[src/rtl/core/depth_pixel_to_point_assert.svh]
// Assertion macros for the depth pixel back-projection block.
// Expects signals named clk and rst in the module that includes this file.
`ifndef DEPTH_PIXEL_TO_POINT_ASSERT_SVH
`define DEPTH_PIXEL_TO_POINT_ASSERT_SVH

// Same-cycle implication, disabled during reset.
`define DPP_ASSERT_NOW(lbl, ante, cons, msg) \
  lbl: assert property (@(posedge clk) disable iff (rst) (ante) |-> (cons)) else $error(msg);

// Next-cycle implication, disabled during reset.
`define DPP_ASSERT_NEXT(lbl, ante, cons, msg) \
  lbl: assert property (@(posedge clk) disable iff (rst) (ante) |=> (cons)) else $error(msg);

`endif

[src/rtl/core/dpp_pkg.sv]
// Shared types, constants and saturation helper for depth_pixel_to_point.
// No dependencies.
package dpp_pkg;

  // Configuration register indexes
  localparam logic [2:0] REG_ROT_X     = 3'd0;
  localparam logic [2:0] REG_ROT_Y     = 3'd1;
  localparam logic [2:0] REG_ROT_Z     = 3'd2;
  localparam logic [2:0] REG_TRANS     = 3'd3;
  localparam logic [2:0] REG_CENTER    = 3'd4;
  localparam logic [2:0] REG_INV_FOCAL = 3'd5;
  localparam logic [2:0] REG_SCALE     = 3'd6;
  localparam logic [2:0] REG_SENTINEL  = 3'd7;

  // Width of the intermediate that is clamped to signed 32 bits
  localparam int SAT_W = 52;
  localparam logic signed [SAT_W-1:0] SAT_MAX = 52'sd2147483647;
  localparam logic signed [SAT_W-1:0] SAT_MIN = -52'sd2147483648;

  // Enables of the three transform stages, one per stage
  typedef struct packed {
    logic s6;
    logic s7;
    logic s8;
  } xform_en_t;

  function automatic logic signed [31:0] sat32(input logic signed [SAT_W-1:0] v);
    logic signed [31:0] r;
    if (v > SAT_MAX) begin
      r = 32'sh7FFF_FFFF;
    end else if (v < SAT_MIN) begin
      r = 32'sh8000_0000;
    end else begin
      r = v[31:0];
    end
    return r;
  endfunction

endpackage

[src/rtl/core/dpp_row_xform.sv]
// One row of the rigid transform: three products, sum, shift, offset, clamp.
// Depends on dpp_pkg for the stage-enable struct and sat32.
module dpp_row_xform (
  input  logic                  clk,
  input  logic [47:0]           rot_row,
  input  logic [19:0]           trans,
  input  logic signed [31:0]    xc,
  input  logic signed [31:0]    yc,
  input  logic signed [32:0]    zc,
  input  logic                  invalid,
  input  dpp_pkg::xform_en_t    en,
  output logic signed [31:0]    point
);

  logic signed [48:0] prod_x;
  logic signed [48:0] prod_y;
  logic signed [48:0] prod_z;
  logic signed [50:0] acc;
  logic signed [dpp_pkg::SAT_W-1:0] total;

  // Stage 6: one multiplier per column of the row
  always_ff @(posedge clk) begin
    if (en.s6) begin
      prod_x <= 49'($signed(rot_row[15:0])) * 49'(xc);
      prod_y <= 49'($signed(rot_row[31:16])) * 49'(yc);
      prod_z <= 49'($signed(rot_row[47:32])) * 49'(zc);
    end
  end

  // Stage 7: sum the three products
  always_ff @(posedge clk) begin
    if (en.s7) begin
      acc <= 51'(prod_x) + 51'(prod_y) + 51'(prod_z);
    end
  end

  // Floor shift out the Q2.14 fraction, add translation scaled to Q16.16
  assign total = dpp_pkg::SAT_W'(acc >>> 14) +
                 dpp_pkg::SAT_W'($signed({trans, 4'b0000}));

  // Stage 8: clamp, force zero for sentinel depths
  always_ff @(posedge clk) begin
    if (en.s8) begin
      point <= invalid ? 32'sd0 : dpp_pkg::sat32(total);
    end
  end

endmodule

[config.mk]
export PLATFORM = sky130hd
export DESIGN_NAME = dpp_row_xform
export DESIGN_NICKNAME = d
export VERILOG_FILES = /design/src/rtl/core/depth_pixel_to_point_assert.svh /design/src/rtl/core/dpp_pkg.sv /design/src/rtl/core/dpp_row_xform.sv
export SDC_FILE = /design/constraint.sdc
export NUM_CORES = 2
export LEC_CHECK = 0
export BUFFER_PORTS_ARGS = -buffer_cell sky130_fd_sc_hd__buf_2
export CORE_MARGIN = 2
export CORE_UTILIZATION = 45
export CTS_BUF_LIST = sky130_fd_sc_hd__clkbuf_2 sky130_fd_sc_hd__clkbuf_4 sky130_fd_sc_hd__clkbuf_8
export CTS_CLUSTER_DIAMETER = 50
export CTS_CLUSTER_SIZE = 24
export DETAILED_ROUTE_END_ITERATION = 7
export GPL_TIMING_DRIVEN = 0
export SYNTH_ARGS = -nofsm -noshare
export SYNTH_HDL_FRONTEND = slang
export SYNTH_SLANG_ARGS = --single-unit
[constraint.sdc]
create_clock -name clk -period 7.65 [get_ports clk]
set_input_delay 1.53 -clock clk [delete_from_list [all_inputs] [get_ports clk]]
set_output_delay 1.53 -clock clk [all_outputs]
set_load 0.1 [all_outputs]
==> impl_results.rst <==
.. list-table::
   :header-rows: 1

   * - Metric
     - Value
   * - Outcome
     - complete, no violations
   * - Syn nets
     - 9136
   * - Top cell type's share of synthesized area
     - 0.465
   * - Number of buffers inserted for hold repair after clock tree synthesis
     - 0
   * - Largest cells by area after synthesis
     - sky130_fd_sc_hd__fa_1 46%, sky130_fd_sc_hd__inv_1 9.8%, sky130_fd_sc_hd__edfxtp_1 9.8%
   * - Overall overflow remaining after global route
     - 0
   * - Final critical delay including setup and external delays
     - 7.63 ns
   * - Depth of the worst hold-timing path
     - 2
   * - Reg-to-reg endpoint
     - acc[45]
   * - Clock Latency Late Sink
     - 0.57 ns
   * - Overall track demand over capacity in global routing
     - 0.262
   * - Inserted Clock Buffers
     - 18
   * - Yosys synthesis warning count
     - 0
   * - Overall die area
     - 149000 sq um
   * - Maximum clock path buffer count
     - 3
   * - Most numerous cell on the critical path
     - sky130_fd_sc_hd__fa_1
   * - Sequential cell area fraction in the yosys report
     - 0.0976
   * - Number of levels in the clock H-tree
     - 1
   * - Proportion of layout cells with a drive suffix above 1
     - 0.0956
   * - Post-synthesis average cell area
     - 9.34 sq um
   * - RSZ-0062 raised after global routing
     - yes
   * - Crit-path max FO
     - 10
   * - Detailed Route WL
     - 190000 microns
   * - Worst Reg2Reg Path Length in Cells
     - 12
   * - Flop and latch count out of synthesis
     - 213
   * - Clock slew at the register clock pins of the worst setup and hold paths
     - 0.13 ns
   * - Maxcap violations
     - 0
   * - Total iterations of the first detailed-routing run
     - 5
   * - Wire length per cell after detailed routing
     - 20.5 microns
   * - Port Buffers
     - 200
   * - Final clock period utilization by the worst path
     - 0.997
   * - Number of primary I/O pins
     - 202
   * - Area growth, synth to finish
     - 11.1%
   * - Final setup vio count
     - 0
   * - Mapped Area
     - 65500 sq um
   * - Worst Hold Class
     - reg -> reg
   * - Number of DRC violations after detailed routing
     - 0
   * - Number of nets in the final layout
     - 9408
   * - First-pass GRT wire length
     - 298000 microns
   * - Number of instances in the synthesized netlist
     - 7021
   * - Kind of end point of the critical path
     - register
   * - Bufs and invs on worst path
     - 6
   * - GPL Wtd Cong
     - 0.942
   * - Total number of clock tree sinks
     - 213
   * - Cell at the root of the clock tree
     - sky130_fd_sc_hd__clkbuf_8
   * - Fraction of registers with async set or reset after synthesis
     - 0
   * - Worst R2R Setup Slack
     - 2.93 ns
   * - Post-detailed-route count of antenna-violating nets
     - 0
   * - Area of the placeable core
     - 145000 sq um
   * - Top cell type by total area after synthesis
     - sky130_fd_sc_hd__fa_1
   * - Post-layout util
     - 0.502
   * - Slew at the pin with the worst max-slew slack
     - 0.925 ns
   * - Number of unique standard cell types used by synthesis
     - 81
   * - Placement Rows
     - 140
   * - Peak per-stage delay on the critical path
     - 0.56 ns
   * - Arrival @ worst endpoint
     - 7.88 ns
   * - Sum of negative setup slack
     - 0 ns
   * - CTS tree
     - built
   * - Hold endpoint
     - point[3]
   * - Least setup slack across all paths after layout
     - 0.0238 ns
   * - Vias in the first global route
     - 51300
   * - Cell-by-cell listing of the critical path
     - buf_4 > clkbuf_8 > nand2_1 > fa_1 > inv_1 > fa_1 > fa_1 > fa_1 > fa_1 > inv_2 > fa_2 > inv_2 > ha_4 > a21o_1 > a31o_4 > a221oi_4 > o22ai_4 > o41a_1 > a211o_1 > a31oi_4 > buf_12 > o311ai_4 > xor2_2
   * - Post-detail-place hpwl
     - 163000 microns
   * - Reg-to-reg startpoint
     - prod_y[21]
   * - Required time reported for the critical path endpoint
     - 7.90 ns
   * - Slowest stage cell on the critical path
     - sky130_fd_sc_hd__fa_2
   * - Placement-stage worst setup slack
     - -1.95 ns
   * - Final slew viol count
     - 0
   * - Most instantiated flip-flop cell in the synthesis netlist
     - sky130_fd_sc_hd__edfxtp_1
   * - Effective utilization at floorplan
     - 0.451
   * - Tightest slew margin relative to the limit
     - 0.383
   * - Die Span Y
     - 386 microns
   * - Startpoint class of the critical path
     - input pin
   * - Maximum number of pins on one net before global-route repair
     - 79
   * - Category of the critical setup timing path
     - in -> reg
   * - Achievable Freq
     - 0.131 GHz
   * - Die width
     - 386 microns
   * - Count of flip-flops with a built-in enable after synthesis
     - 213
   * - Total via count after detailed routing
     - 48100
   * - Family of cells with the greatest summed delay on the critical path
     - adder cells
   * - Drt initial violations
     - 3261
   * - Count of final hold-check violations
     - 0
   * - Post-Route Skew
     - 0.0488 ns
   * - Initial antenna violation count
     - 6
   * - Worst hold slack after final layout
     - 0.696 ns
   * - Vias per cell
     - 5.22
   * - Startpoint of the lowest-slack hold path
     - acc[17]
## cell type report
cell class	instances	area, sq um
diodes	5	12.5
plain buffers	256	2610
clock buffers	19	262
clock inverters	13	191
fillers	13600	72400
inverters	1713	6440
multi-input cells	4815	52500
flip-flops and latches	213	6400
well taps	1917	2400
repair buffers	276	2000
## repair_timing
| item | 4_1_cts | 5_1_grt |
|---|---|---|
| gates resized for setup | 480 | 599 |
| pin swaps | 24 | 105 |
| endpoints found under the hold margin | 0 | 0 |
| buffers inserted | 12 | 59 |
| cloned | 0 | 4 |
| setup endpoints to repair | 62 | 41 |
## metrics by stage
step / cells / cell area [sq um]
2_1_floorplan: 7021 / 65500
3_3_place_gp: 9138 / 68900
3_5_place_dp: 9139 / 69000
4_1_cts: 9170 / 70900
5_1_grt: 9223 / 72800
6_report: 9227 / 72800
## worst reg2reg max path: cells and delay by family, from the launching register on
kind | cells | cell delay, ns
compound gates | 6 | 2.09
simple gates | 4 | 1.03
fa+ha+maj | 2 | 0.82
flops | 1 | 0.47
## per-layer routing
metal | GRT usage | vias up | share of wire
met3 | 0.0282 | 280 | 0.065
met5 | 0 | - | 0
li1 | - | 21500 | -
met4 | 0.0673 | 0 | 0.030
met1 | 0.375 | 24700 | 0.44
met2 | 0.427 | 1640 | 0.47
## sequential cells by signal (all words and copies together) (netlist names)
signal  count
acc        36
prod_z     49
prod_x     48
prod_y     48
point      32
## synthesized netlist by cell type (all sizes together) (24+ instances only)
library cell	count
xor2	67
nand2b	45
nor3	27
a21o	121
nand2	966
o211ai	31
fa	1521
clkbuf	267
and2	621
ha	424
o21bai	30
xnor2	141
edfxtp	213
inv	1712
nor2	190
nand3	41
nor2b	24
o21ai	105
nand4	25
o21a	28
a21oi	199
## how the worst max path moves through the flow
stage,from,endpoint,slack [ns],depth (start not counted)
finish,yc[12],prod_y[45],0.02,23
detailed placement,rot_row[47],prod_z[48],-1.95,23
CTS,rot_row[20],prod_y[44],-0.03,22
global placement,rot_row[47],prod_z[48],-1.94,23
floorplan,yc[14],prod_y[45],0.005,21
global route,rot_row[22],prod_y[45],-0.1,24
## placed cells by master (no fill, tap or decap), types with 10 or more instances in the layout
master                     synthesis  final
sky130_fd_sc_hd__and2_1          620    611
sky130_fd_sc_hd__buf_4             3    110
sky130_fd_sc_hd__a211oi_1         18     17
sky130_fd_sc_hd__buf_6             0     74
sky130_fd_sc_hd__clkbuf_1        267     36
sky130_fd_sc_hd__a31oi_1          12     11
sky130_fd_sc_hd__a21oi_2           6     17
sky130_fd_sc_hd__buf_8             0     59
sky130_fd_sc_hd__nand4_1          25     25
sky130_fd_sc_hd__nand3_1          41     38
sky130_fd_sc_hd__o21ai_1           7     11
sky130_fd_sc_hd__xnor2_1         140    134
sky130_fd_sc_hd__ha_1            424    385
sky130_fd_sc_hd__edfxtp_1        213    213
sky130_fd_sc_hd__a21o_1          121    121
sky130_fd_sc_hd__inv_1          1711   1702
sky130_fd_sc_hd__nand2_1         966    964
sky130_fd_sc_hd__nor2b_1          24     24
sky130_fd_sc_hd__o21bai_1         30     30
sky130_fd_sc_hd__o21ai_0          97     89
sky130_fd_sc_hd__nand2b_1         45     45
sky130_fd_sc_hd__o31ai_1          15     14
sky130_fd_sc_hd__clkbuf_2          0     31
sky130_fd_sc_hd__buf_12            0     13
sky130_fd_sc_hd__nor3_1           25     24
sky130_fd_sc_hd__ha_2              0     10
sky130_fd_sc_hd__and3_1           20     18
sky130_fd_sc_hd__ha_4              0     29
sky130_fd_sc_hd__fa_1           1521   1503
sky130_fd_sc_hd__fa_2              0     18
sky130_fd_sc_hd__o21a_1           28     28
sky130_fd_sc_hd__nor2_1          189    183
sky130_fd_sc_hd__xor2_1           67     65
sky130_fd_sc_hd__clkbuf_8          0     39
sky130_fd_sc_hd__o211ai_1         31     31
sky130_fd_sc_hd__buf_2             5    128
sky130_fd_sc_hd__a21oi_1         193    180
sky130_fd_sc_hd__clkbuf_4          0     52
## logic make-up (layout without fill, tap and decap cells)
| group | count (synthesis) | in the layout | share of synthesized area |
|---|---|---|---|
| AO/OA/AOI/OAI | 653 | 653 | 0.0670 |
| XOR/XNOR | 208 | 208 | 0.0279 |
| adder cells (fa/ha/maj) | 1945 | 1945 | 0.545 |
| buffers and inverters | 1993 | 2277 | 0.114 |
| flip-flops | 213 | 213 | 0.0976 |
| multiplexers | 1 | 1 | 0.000172 |
| other | 0 | 5 | 0 |
| AND/OR/NAND/NOR | 2008 | 2008 | 0.147 |
Power is left out: the tool's default activity adds up to more than one toggle a clock period on the data nets, which glitch-free logic cannot reach.
